File: src/sv/barometric_sensor_compensation_unit_assert.svh
// Assertion macros shared by the block's modules.
`ifndef BAROMETRIC_SENSOR_COMPENSATION_UNIT_ASSERT_SVH
`define BAROMETRIC_SENSOR_COMPENSATION_UNIT_ASSERT_SVH

// Property that must hold at every edge once out of reset.
`define BSC_ASSERT(label, clk, rst_n, prop, msg) \
	label: assert property (@(posedge clk) disable iff (!rst_n) (prop)) else $error(msg);

// Implication whose consequent is checked in the cycle after the antecedent.
`define BSC_ASSERT_NEXT(label, clk, rst_n, ante, cons, msg) \
	label: assert property (@(posedge clk) disable iff (!rst_n) (ante) |=> (cons)) \
		else $error(msg);

`endif

File: src/sv/bsc_pkg.sv
package bsc_pkg;

	localparam int unsigned DataW   = 32;
	localparam int unsigned RawW    = 19;
	localparam int unsigned CfgIdxW = 2;

	localparam logic [CfgIdxW-1:0] REG_TEMP_CAL  = 2'd0;
	localparam logic [CfgIdxW-1:0] REG_PRESS_A   = 2'd1;
	localparam logic [CfgIdxW-1:0] REG_PRESS_B   = 2'd2;
	localparam logic [CfgIdxW-1:0] REG_OSS       = 2'd3;

	localparam logic OP_TEMP  = 1'b0;
	localparam logic OP_PRESS = 1'b1;

	// ALU operations of the datapath
	localparam int unsigned AluOpW = 5;
	typedef logic [AluOpW-1:0] alu_op_t;

	localparam alu_op_t A_T_X1      = 5'd0;  // x1 = asr((ut-ac6)*ac5,15)
	localparam alu_op_t A_T_DEN     = 5'd1;  // den = x1+md ; num = mc<<11
	localparam alu_op_t A_T_B5      = 5'd2;  // b5 = x1+q
	localparam alu_op_t A_P_B6      = 5'd3;  // b6 = b5-4000
	localparam alu_op_t A_P_SQ      = 5'd4;  // sq = asr(b6*b6,12)
	localparam alu_op_t A_P_X1A     = 5'd5;  // ta = asr(b2*sq,11)
	localparam alu_op_t A_P_X2A     = 5'd6;  // tb = asr(ac2*b6,11)
	localparam alu_op_t A_P_B3      = 5'd7;  // b3
	localparam alu_op_t A_P_X1B     = 5'd8;  // ta = asr(ac3*b6,13)
	localparam alu_op_t A_P_X2B     = 5'd9;  // tb = asr(b1*sq,16)
	localparam alu_op_t A_P_X3      = 5'd10; // ta = asr(ta+tb+2,2)
	localparam alu_op_t A_P_B4      = 5'd11; // b4
	localparam alu_op_t A_P_B7      = 5'd12; // b7
	localparam alu_op_t A_P_DIVSET  = 5'd13; // load divider operands
	localparam alu_op_t A_P_PFIX    = 5'd14; // p from quotient
	localparam alu_op_t A_P_PS      = 5'd15; // ta = asr(p,8)^2
	localparam alu_op_t A_P_X1C     = 5'd16; // ta = asr(ta*3038,16)
	localparam alu_op_t A_P_X2C     = 5'd17; // tb = asr(-7357*p,16)
	localparam alu_op_t A_P_FIN     = 5'd18; // value
	localparam alu_op_t A_T_FIN     = 5'd19; // temperature value
	localparam alu_op_t A_NONE      = 5'd20;

	typedef struct packed {
		logic    op_en;
		alu_op_t op;
		logic    div_start;
		logic    err_set;
		logic    clear;
	} bsc_cmd_t;

	typedef struct packed {
		logic div_busy;
		logic div_zero;
	} bsc_stat_t;

endpackage

File: src/sv/bsc_div.sv
// Restoring unsigned divider, one quotient bit a cycle.
`include "barometric_sensor_compensation_unit_assert.svh"
module bsc_div #(
	parameter int unsigned W = bsc_pkg::DataW
) (
	input  logic         clk,
	input  logic         arst_n,
	input  logic         start,
	input  logic [W-1:0] dividend,
	input  logic [W-1:0] divisor,
	output logic         busy,
	output logic [W-1:0] quotient
);
	localparam int unsigned CntW = $clog2(W + 1);

	logic [W-1:0]    quo_q;
	logic [W-1:0]    rem_q;
	logic [W-1:0]    dsr_q;
	logic [CntW-1:0] cnt_q;
	logic [W:0]      trial;

	assign trial = {rem_q, quo_q[W-1]} - {1'b0, dsr_q};

	always_ff @(posedge clk or negedge arst_n) begin
		if (!arst_n) begin
			cnt_q <= '0;
		end else if (start) begin
			cnt_q <= CntW'(W);
		end else if (cnt_q != '0) begin
			cnt_q <= cnt_q - 1'b1;
		end
	end

	always_ff @(posedge clk) begin
		if (start) begin
			quo_q <= dividend;
			rem_q <= '0;
			dsr_q <= divisor;
		end else if (cnt_q != '0) begin
			if (!trial[W]) begin
				rem_q <= trial[W-1:0];
				quo_q <= {quo_q[W-2:0], 1'b1};
			end else begin
				rem_q <= {rem_q[W-2:0], quo_q[W-1]};
				quo_q <= {quo_q[W-2:0], 1'b0};
			end
		end
	end

	assign busy     = (cnt_q != '0);
	assign quotient = quo_q;

	`BSC_ASSERT_NEXT(a_div_start, clk, arst_n, start, busy, "divider did not start")
	`BSC_ASSERT(a_div_cnt, clk, arst_n, cnt_q <= CntW'(W), "divider count out of range")
	`BSC_ASSERT_NEXT(a_div_dec, clk, arst_n, busy && !start, cnt_q == $past(cnt_q) - 1'b1,
		"divider count did not advance")
endmodule

File: src/sv/bsc_datapath.sv
// Shared multiplier datapath with scratch registers and the divider.
module bsc_datapath (
	input  logic                       clk,
	input  logic                       arst_n,
	input  bsc_pkg::bsc_cmd_t          cmd,
	output bsc_pkg::bsc_stat_t         stat,
	input  logic [18:0]                raw,
	input  logic [63:0]                tcal,
	input  logic [63:0]                pcal_a,
	input  logic [31:0]                pcal_b,
	input  logic [1:0]                 oss,
	output logic [bsc_pkg::DataW-1:0]  result,
	output logic                       err
);
	logic [31:0] b5_q, x1_q, ta_q, tb_q, b6_q, sq_q, b3_q, b4_q, b7_q, p_q, val_q;
	logic        neg_q, big_q, err_q;
	logic [31:0] mul_a, mul_b, prod, sum;
	logic [31:0] dvd, dvs, quo;
	logic        dbusy;
	logic [31:0] ac5, ac6, mc, md, ac1, ac2, ac3, ac4, b1, b2, nd, nn;

	function automatic logic [31:0] sx(input logic [15:0] v);
		return {{16{v[15]}}, v};
	endfunction

	assign ac5 = {16'd0, tcal[63:48]};
	assign ac6 = {16'd0, tcal[47:32]};
	assign mc  = sx(tcal[31:16]);
	assign md  = sx(tcal[15:0]);
	assign ac1 = sx(pcal_a[63:48]);
	assign ac2 = sx(pcal_a[47:32]);
	assign ac3 = sx(pcal_a[31:16]);
	assign ac4 = {16'd0, pcal_a[15:0]};
	assign b1  = sx(pcal_b[31:16]);
	assign b2  = sx(pcal_b[15:0]);

	// one 32x32 multiplier; low 32 bits only
	always_comb begin
		mul_a = '0;
		mul_b = '0;
		case (cmd.op)
			bsc_pkg::A_T_X1:  begin mul_a = {13'd0, raw} & 32'h0000_FFFF; mul_a = mul_a - ac6;
				mul_b = ac5; end
			bsc_pkg::A_P_SQ:  begin mul_a = b6_q; mul_b = b6_q; end
			bsc_pkg::A_P_X1A: begin mul_a = b2; mul_b = sq_q; end
			bsc_pkg::A_P_X2A: begin mul_a = ac2; mul_b = b6_q; end
			bsc_pkg::A_P_X1B: begin mul_a = ac3; mul_b = b6_q; end
			bsc_pkg::A_P_X2B: begin mul_a = b1; mul_b = sq_q; end
			bsc_pkg::A_P_B4:  begin mul_a = ac4; mul_b = ta_q + 32'd32768; end
			bsc_pkg::A_P_B7:  begin mul_a = {13'd0, raw} - b3_q;
				mul_b = 32'd50000 >> oss; end
			bsc_pkg::A_P_PS:  begin mul_a = $signed(p_q) >>> 8; mul_b = $signed(p_q) >>> 8; end
			bsc_pkg::A_P_X1C: begin mul_a = ta_q; mul_b = 32'd3038; end
			bsc_pkg::A_P_X2C: begin mul_a = 32'hFFFF_E343; mul_b = p_q; end
			default: ;
		endcase
	end
	assign prod = mul_a * mul_b;
	assign sum  = x1_q + md;
	assign nd   = sum[31] ? 32'd0 - sum : sum;
	assign nn   = mc[20] ? 32'd0 - (mc << 11) : (mc << 11);

	always_comb begin
		dvd = nn;
		dvs = nd;
		if (cmd.op == bsc_pkg::A_P_DIVSET) begin
			dvd = big_q ? b7_q : (b7_q << 1);
			dvs = b4_q;
		end
	end

	bsc_div #(.W(bsc_pkg::DataW)) u_div (
		.clk(clk), .arst_n(arst_n), .start(cmd.div_start),
		.dividend(dvd), .divisor(dvs), .busy(dbusy), .quotient(quo)
	);

	always_ff @(posedge clk or negedge arst_n) begin
		if (!arst_n) begin
			b5_q  <= '0;
			err_q <= 1'b0;
		end else begin
			if (cmd.clear) err_q <= 1'b0;
			if (cmd.err_set) err_q <= 1'b1;
			if (cmd.op_en && cmd.op == bsc_pkg::A_T_B5)
				b5_q <= x1_q + (neg_q ? 32'd0 - quo : quo);
		end
	end

	always_ff @(posedge clk) begin
		if (cmd.clear) val_q <= '0;
		if (cmd.op_en) begin
			case (cmd.op)
				bsc_pkg::A_T_X1:  x1_q <= $signed(prod) >>> 15;
				bsc_pkg::A_T_DEN: begin x1_q <= x1_q; neg_q <= mc[20] ^ sum[31]; end
				bsc_pkg::A_T_FIN: val_q <= $signed(b5_q + 32'd8) >>> 4;
				bsc_pkg::A_P_B6:  b6_q <= b5_q - 32'd4000;
				bsc_pkg::A_P_SQ:  sq_q <= $signed(prod) >>> 12;
				bsc_pkg::A_P_X1A: ta_q <= $signed(prod) >>> 11;
				bsc_pkg::A_P_X2A: tb_q <= $signed(prod) >>> 11;
				bsc_pkg::A_P_B3:  b3_q <= $signed(((ac1 << 2) + ta_q + tb_q) << oss) + 32'sd2
					>>> 2;
				bsc_pkg::A_P_X1B: ta_q <= $signed(prod) >>> 13;
				bsc_pkg::A_P_X2B: tb_q <= $signed(prod) >>> 16;
				bsc_pkg::A_P_X3:  ta_q <= $signed(ta_q + tb_q + 32'd2) >>> 2;
				bsc_pkg::A_P_B4:  b4_q <= prod >> 15;
				bsc_pkg::A_P_B7:  begin b7_q <= prod; big_q <= prod[31]; end
				bsc_pkg::A_P_PFIX: p_q <= big_q ? (quo << 1) : quo;
				bsc_pkg::A_P_PS:  ta_q <= prod;
				bsc_pkg::A_P_X1C: ta_q <= $signed(prod) >>> 16;
				bsc_pkg::A_P_X2C: tb_q <= $signed(prod) >>> 16;
				bsc_pkg::A_P_FIN: val_q <= p_q + $unsigned($signed(ta_q + tb_q + 32'd3791) >>> 4);
				default: ;
			endcase
		end
	end

	assign stat.div_busy = dbusy;
	assign stat.div_zero = (cmd.op == bsc_pkg::A_P_DIVSET) ? (b4_q == '0) : (sum == '0);
	assign result = val_q;
	assign err    = err_q;
endmodule

File: src/sv/bsc_ctrl.sv
// Sequencer: steps the datapath through the temperature or pressure recipe.
`include "barometric_sensor_compensation_unit_assert.svh"
module bsc_ctrl (
	input  logic                clk,
	input  logic                arst_n,
	input  logic                in_valid,
	output logic                in_ready,
	input  logic                opcode,
	output logic                out_valid,
	input  logic                out_ready,
	output logic                kind,
	output bsc_pkg::bsc_cmd_t   cmd,
	input  bsc_pkg::bsc_stat_t  stat
);
	localparam logic [2:0] S_IDLE = 3'd0;
	localparam logic [2:0] S_STEP = 3'd1;
	localparam logic [2:0] S_DIV  = 3'd2;
	localparam logic [2:0] S_DONE = 3'd3;

	logic [2:0]           state_q;
	bsc_pkg::alu_op_t     op_q;
	logic                 kind_q;
	logic                 ovalid_q;

	assign in_ready  = (state_q == S_IDLE) && !ovalid_q;
	assign out_valid = ovalid_q;
	assign kind      = kind_q;

	always_comb begin
		cmd = '{op_en: 1'b0, op: op_q, div_start: 1'b0, err_set: 1'b0, clear: 1'b0};
		if (state_q == S_IDLE && in_valid && in_ready) cmd.clear = 1'b1;
		if (state_q == S_STEP) begin
			if (op_q == bsc_pkg::A_T_DEN || op_q == bsc_pkg::A_P_DIVSET) begin
				if (stat.div_zero) cmd.err_set = 1'b1;
				else cmd.div_start = 1'b1;
				cmd.op_en = 1'b1;
			end else begin
				cmd.op_en = 1'b1;
			end
		end
	end

	always_ff @(posedge clk or negedge arst_n) begin
		if (!arst_n) begin
			state_q  <= S_IDLE;
			op_q     <= bsc_pkg::A_NONE;
			kind_q   <= 1'b0;
			ovalid_q <= 1'b0;
		end else begin
			if (ovalid_q && out_ready) ovalid_q <= 1'b0;
			case (state_q)
				S_IDLE: begin
					if (in_valid && in_ready) begin
						kind_q  <= opcode;
						op_q    <= (opcode == bsc_pkg::OP_TEMP) ? bsc_pkg::A_T_X1 : bsc_pkg::A_P_B6;
						state_q <= S_STEP;
					end
				end
				S_STEP: begin
					case (op_q)
						bsc_pkg::A_T_DEN, bsc_pkg::A_P_DIVSET: begin
							state_q <= stat.div_zero ? S_DONE : S_DIV;
						end
						bsc_pkg::A_T_B5:  op_q <= bsc_pkg::A_T_FIN;
						bsc_pkg::A_T_FIN, bsc_pkg::A_P_FIN: state_q <= S_DONE;
						default: op_q <= op_q + 1'b1;
					endcase
				end
				S_DIV: begin
					if (!stat.div_busy) begin
						op_q    <= (op_q == bsc_pkg::A_T_DEN) ? bsc_pkg::A_T_B5 : bsc_pkg::A_P_PFIX;
						state_q <= S_STEP;
					end
				end
				S_DONE: begin
					ovalid_q <= 1'b1;
					state_q  <= S_IDLE;
				end
				default: state_q <= S_IDLE;
			endcase
		end
	end

	`BSC_ASSERT(a_busy_no_out, clk, arst_n, !(ovalid_q && state_q != S_IDLE),
		"result shown while busy")
	`BSC_ASSERT_NEXT(a_done_out, clk, arst_n, state_q == S_DONE, ovalid_q,
		"finished item gave no result")
	`BSC_ASSERT(a_one_start, clk, arst_n, !(cmd.div_start && cmd.err_set),
		"divider started on zero divisor")
endmodule

File: src/sv/barometric_sensor_compensation_unit.sv
// Barometric compensation: send a raw temperature word (opcode 0) before pressure words
// (opcode 1); each word returns one result word. The sequencer walks the single shared
// multiplier through each step of the recipe and runs the restoring divider once; a zero
// divisor skips the division and ends the item. One word is in flight at a time; the next
// word is taken from the cycle after the result is taken. Write configuration only while
// idle. Divide by zero returns 0 with divide_error set.
`include "barometric_sensor_compensation_unit_assert.svh"
module barometric_sensor_compensation_unit (
	input  logic                              clk,
	input  logic                              arst_n,
	input  logic                              in_valid,
	output logic                              in_ready,
	input  logic                              opcode,
	input  logic [18:0]                       raw_sample,
	output logic                              out_valid,
	input  logic                              out_ready,
	output logic                              kind,
	output logic signed [bsc_pkg::DataW-1:0]  value,
	output logic                              divide_error,
	input  logic                              cfg_valid,
	output logic                              cfg_ready,
	input  logic [1:0]                        cfg_index,
	input  logic [63:0]                       cfg_data
);
	logic [63:0]               tcal_q, pa_q;
	logic [31:0]               pb_q;
	logic [1:0]                oss_q;
	logic [18:0]               raw_q;
	bsc_pkg::bsc_cmd_t         cmd;
	bsc_pkg::bsc_stat_t        stat;
	logic [bsc_pkg::DataW-1:0] res;

	// config is always accepted
	assign cfg_ready = 1'b1;

	always_ff @(posedge clk or negedge arst_n) begin
		if (!arst_n) begin
			tcal_q <= '0;
			pa_q   <= '0;
			pb_q   <= '0;
			oss_q  <= '0;
		end else if (cfg_valid) begin
			case (cfg_index)
				bsc_pkg::REG_TEMP_CAL: tcal_q <= cfg_data;
				bsc_pkg::REG_PRESS_A:  pa_q   <= cfg_data;
				bsc_pkg::REG_PRESS_B:  pb_q   <= cfg_data[31:0];
				bsc_pkg::REG_OSS:      oss_q  <= cfg_data[1:0];
				default: ;
			endcase
		end
	end

	// hold the raw word for the whole item
	always_ff @(posedge clk) begin
		if (in_valid && in_ready) raw_q <= raw_sample;
	end

	bsc_ctrl u_ctrl (
		.clk(clk), .arst_n(arst_n), .in_valid(in_valid), .in_ready(in_ready),
		.opcode(opcode), .out_valid(out_valid), .out_ready(out_ready), .kind(kind),
		.cmd(cmd), .stat(stat)
	);

	bsc_datapath u_dp (
		.clk(clk), .arst_n(arst_n), .cmd(cmd), .stat(stat), .raw(raw_q),
		.tcal(tcal_q), .pcal_a(pa_q), .pcal_b(pb_q), .oss(oss_q),
		.result(res), .err(divide_error)
	);

	assign value = $signed(res);

	`BSC_ASSERT_NEXT(a_hold_out, clk, arst_n, out_valid && !out_ready, out_valid && $stable(value),
		"result changed while stalled")
	`BSC_ASSERT(a_err_zero, clk, arst_n, !(out_valid && divide_error) || value == '0,
		"error result not zero")
	`BSC_ASSERT(a_no_both, clk, arst_n, !(in_ready && out_valid), "accepted while result waits")
endmodule

File: config.mk
export PLATFORM = sky130hd
export DESIGN_NAME = barometric_sensor_compensation_unit
export DESIGN_NICKNAME = d
export VERILOG_FILES = /design/src/sv/bsc_pkg.sv /design/src/sv/bsc_div.sv /design/src/sv/bsc_datapath.sv /design/src/sv/bsc_ctrl.sv /design/src/sv/barometric_sensor_compensation_unit.sv
export VERILOG_INCLUDE_DIRS = /design/src /design/src/sv
export SDC_FILE = /design/constraint.sdc
export NUM_CORES = 2
export LEC_CHECK = 0
export BUFFER_PORTS_ARGS = -buffer_cell sky130_fd_sc_hd__buf_2
export CORE_MARGIN = 5
export CORE_UTILIZATION = 30
export CTS_CLUSTER_DIAMETER = 50
export DETAILED_ROUTE_END_ITERATION = 16
export GPL_ROUTABILITY_DRIVEN = 1
export HOLD_SLACK_MARGIN = 0.06
export SLEW_MARGIN = 0
export SYNTH_ARGS = -nofsm -noshare
export SYNTH_HDL_FRONTEND = slang
export SYNTH_SLANG_ARGS = --single-unit
File: constraint.sdc
create_clock -name clk -period 12.3 [get_ports clk]
set_input_delay 0 -clock clk [delete_from_list [all_inputs] [get_ports clk]]
set_output_delay 0 -clock clk [all_outputs]
set_load 0.01 [all_outputs]
==> impl_metrics.tcl <==
set metrics [dict create \
    synth_area_leaders "edfxtp_1, fa_1, dfrtp_1" \
    yosysTopAreaCell "edfxtp_1" \
    synth_top_area_share 0.1689 \
    slew_violations 0 \
    cts_buffer_depth 3 \
    hold_viol 0 \
    r2r_slack_ns 0.63 \
    tns_ns 0 \
    start_kind "flop" \
    critical_path_class "flop to flop" \
    cts_buffers 87 \
    grt_max_degree 90 \
    worstMarginPinSlew_ns 1.323 \
    finalCritPeriodShare 0.9489 \
    drc 0 \
    cp_slowest_cell "a2111oi_0" \
    postCtsSetupBuffers 0 \
    syn2layout_area_growth_pct 14.87 \
    synth_warnings 0 \
    whs_path_depth 4 \
    first_global_vias 47116 \
    yosys_register_bits 591 \
    vias 48186 \
    async_reset_ff_frac 0.3553 \
    avgSynthCellArea_um2 9.341 \
    slowest_delay_ns 0.73 \
    cts_root_buf "clkbuf_16" \
    synthAdderAreaFrac 0.2375 \
    crit-reg2reg-launch "u_ctrl.op_q[0]$_DFFE_PN0P_" \
    grt_pass1_wl_mm 325.3 \
    die_width_um 443.5 \
    synth_edf_count 317 \
    syn_area_um2 56370 \
    h-tree-depth 3 \
    route.met3.wl_mm 21.01 \
    grt_usage 0.2220 \
    period_minus_slack_ns 11.67 \
    wirelength_mm 225.7 \
    arrival_ns 12.17 \
    boundaryPins 128 \
    clk_latency_ns 0.71 \
    portBuffers 126 \
    synthMuxAreaShare 0.05369 \
    first_pass_iters 8 \
    reg2reg_to "u_dp.ta_q[22]$_DFFE_PP_" \
    fp.coreArea_um2 187400 \
    cpMostUsedCell "fa_1" \
    rr_worst_depth 37 \
    dieArea_um2 196700 \
    cp.required_ns 12.80 \
    min_to "tcal_q[34]$_DFFE_PN0P_" \
    start_util 0.3008 \
    outcome "finished clean" \
    clock_skew_ns 0.03772 \
    synthSimpleGateAreaFrac 0.1407 \
    ys_dominant_reg_cell "edfxtp_1" \
    netlist_instances 6035 \
    nFillCells 19075 \
    cts_sinks 591 \
    yosysSeqAreaShare 0.2849 \
    antenna_found_initial 21 \
    die_y_um 443.5 \
    synth_top_family_by_area "adder cells" \
    fmax_ghz 0.08568 \
    initialDrtViolationCount 5459 \
    fin_nets 7145 \
    multi_input_area_um2 37080 \
    drt-vias-per-instance 5.453 \
    hpwl_mm 178.6 \
    finalWeightedCongestion 0.9884 \
    crit_fanout 31 \
    wl_per_cell_um 25.54 \
    top_layer_used "met5" \
    hp-class "primary input to flop" \
    drive_above_1_share 0.1208 \
    overflow 0 \
    synth_xor_area_frac 0.07205 \
    synth-compound-area-share 0.1482 \
    finalSetupViolations 0 \
    ys_types 101 \
    route.met2.wl_mm 98.73 \
    met1_length_mm 91.13 \
    maxCapViolCount 0 \
    rows 159 \
    cp-end-kind "flop" \
    ant_nets 0 \
    grt_setup_unrepaired "no" \
    tritoncts "built" \
    min_from "cfg_data[34]" \
    clk_pin_slew_worst_paths_ns 0.07 \
    relSlewSlack 0.1118 \
    ff_latch_area_um2 16060 \
]
==> per-layer routing <==
metal | track usage | vias to the layer above
li1 | - | 21218
met1 | 0.2895 | 24022
met2 | 0.3409 | 2364
met3 | 0.04679 | 576
met4 | 0.1280 | 6
met5 | 0 | -
==> worst max path at each step <==
stage / from / end / slack, ns / cells after the start
final: u_ctrl.op_q[0]$_DFFE_PN0P_ / u_dp.ta_q[22]$_DFFE_PP_ / 0.63 / 37
after global routing: u_ctrl.op_q[0]$_DFFE_PN0P_ / u_dp.ta_q[29]$_DFFE_PP_ / 0.28 / 37
after CTS: u_ctrl.op_q[2]$_DFFE_PN1P_ / u_dp.ta_q[23]$_DFFE_PP_ / 0.85 / 34
after detailed placement: u_ctrl.op_q[2]$_DFFE_PN1P_ / u_dp.ta_q[27]$_DFFE_PP_ / 0.89 / 34
after global placement: u_ctrl.op_q[0]$_DFFE_PN0P_ / u_dp.ta_q[29]$_DFFE_PP_ / 0.97 / 37
after floorplan: u_ctrl.op_q[2]$_DFFE_PN1P_ / u_dp.ta_q[15]$_DFFE_PP_ / 1.03 / 47
==> cell usage in the layout, fill, tap and decap left out, types with 20 or more instances in the layout <==
cell,count
or3_1,40
dfxtp_1,64
a21o_1,107
and2_1,27
xnor2_1,281
ha_1,356
o31ai_1,37
and3_1,53
buf_4,145
edfxtp_1,317
nor3_1,66
buf_2,125
nor2b_1,49
mux2i_1,83
a22o_1,38
clkbuf_16,91
a211oi_1,33
nor2_1,515
a221oi_1,35
nand4_1,34
fa_1,445
o21a_1,36
nand2_1,564
inv_1,662
a31oi_1,20
nand3_1,122
mux2_2,195
o21bai_1,32
xor2_1,154
dfrtp_1,207
a21oi_1,283
nand2b_1,81
o22ai_1,29
dlygate4sd3_1,108
or2_2,62
o21ai_0,314
a22oi_1,65
==> registers in the layout, indices dropped and copies added (netlist names), 17 cells and up <==
register	flops
pa_q	64
pb_q	32
raw_q	19
tcal_q	64
u_dp.b3_q	30
u_dp.b4_q	17
u_dp.b5_q	32
u_dp.b6_q	32
u_dp.b7_q	31
u_dp.p_q	32
u_dp.result	32
u_dp.sq_q	20
u_dp.ta_q	32
u_dp.tb_q	21
u_dp.u_div.dsr_q	32
u_dp.u_div.quotient	32
u_dp.u_div.rem_q	32
u_dp.x1_q	17
==> layout make-up <==
class | instances | share of cell area
flip-flops and latches | 591 | 0.2480
diodes | 16 | 0.0006183
well taps | 2495 | 0.04821
clock inverters | 63 | 0.01157
inverters | 664 | 0.03849
clock buffers | 101 | 0.03636
repair buffers | 381 | 0.04413
multi-input cells | 4526 | 0.5726
==> cells by family (layout without fill, tap and decap cells) <==
group / count (synthesis) / count (layout)
AO/OA/AOI/OAI: 1264 / 1264
XOR/XNOR: 448 / 448
adder cells (fa/ha/maj): 803 / 803
buffers and inverters: 931 / 1209
flip-flops: 591 / 591
multiplexers: 278 / 278
other: 2 / 31
AND/OR/NAND/NOR: 1718 / 1718
==> synth_stat cells, types with 195 or more instances <==
library cell,n
edfxtp_1,317
nor2_1,521
fa_1,445
nand2_1,565
dfrtp_1,208
ha_1,358
inv_1,662
clkbuf_1,215
a21oi_1,290
xnor2_1,282
mux2_2,195
o21ai_0,314
==> critical path, delay by kind of cell (launching register included) <==
family	cells	cell delay (ns)
adder cells (fa/ha/maj)	10	4.68
AO/OA/AOI/OAI	14	3.35
XOR/XNOR	3	1.23
AND/OR/NAND/NOR	4	1.14
buffers and inverters	6	0.59
flip-flops	1	0.40
==> per-stage QoR <==
stage	worst slack (ns)	cell area, um^2	hold WS (ns)	utilization	std cells
finish	0.6290	64750	0.08383	0.3455	8837
global route	0.2804	64720	0.1128	0.3454	8824
CTS	0.8516	64710	0.06012	0.3453	8821
detailed placement	0.8943	60500	0.1194	0.3228	8548
global placement	0.9735	60500	0.1068	0.3228	8548
floorplan	1.029	56420	-0.2956	-	6048
==> timing repair <==
| action | in CTS | in global routing |
|---|---|---|
| hold buffers | 109 | 0 |
| endpoints found under the hold margin | 276 | 0 |
| gates resized for setup | 0 | 0 |
Power is left out: the tool's default activity adds up to more than one toggle a clock period on the data nets, which glitch-free logic cannot reach.
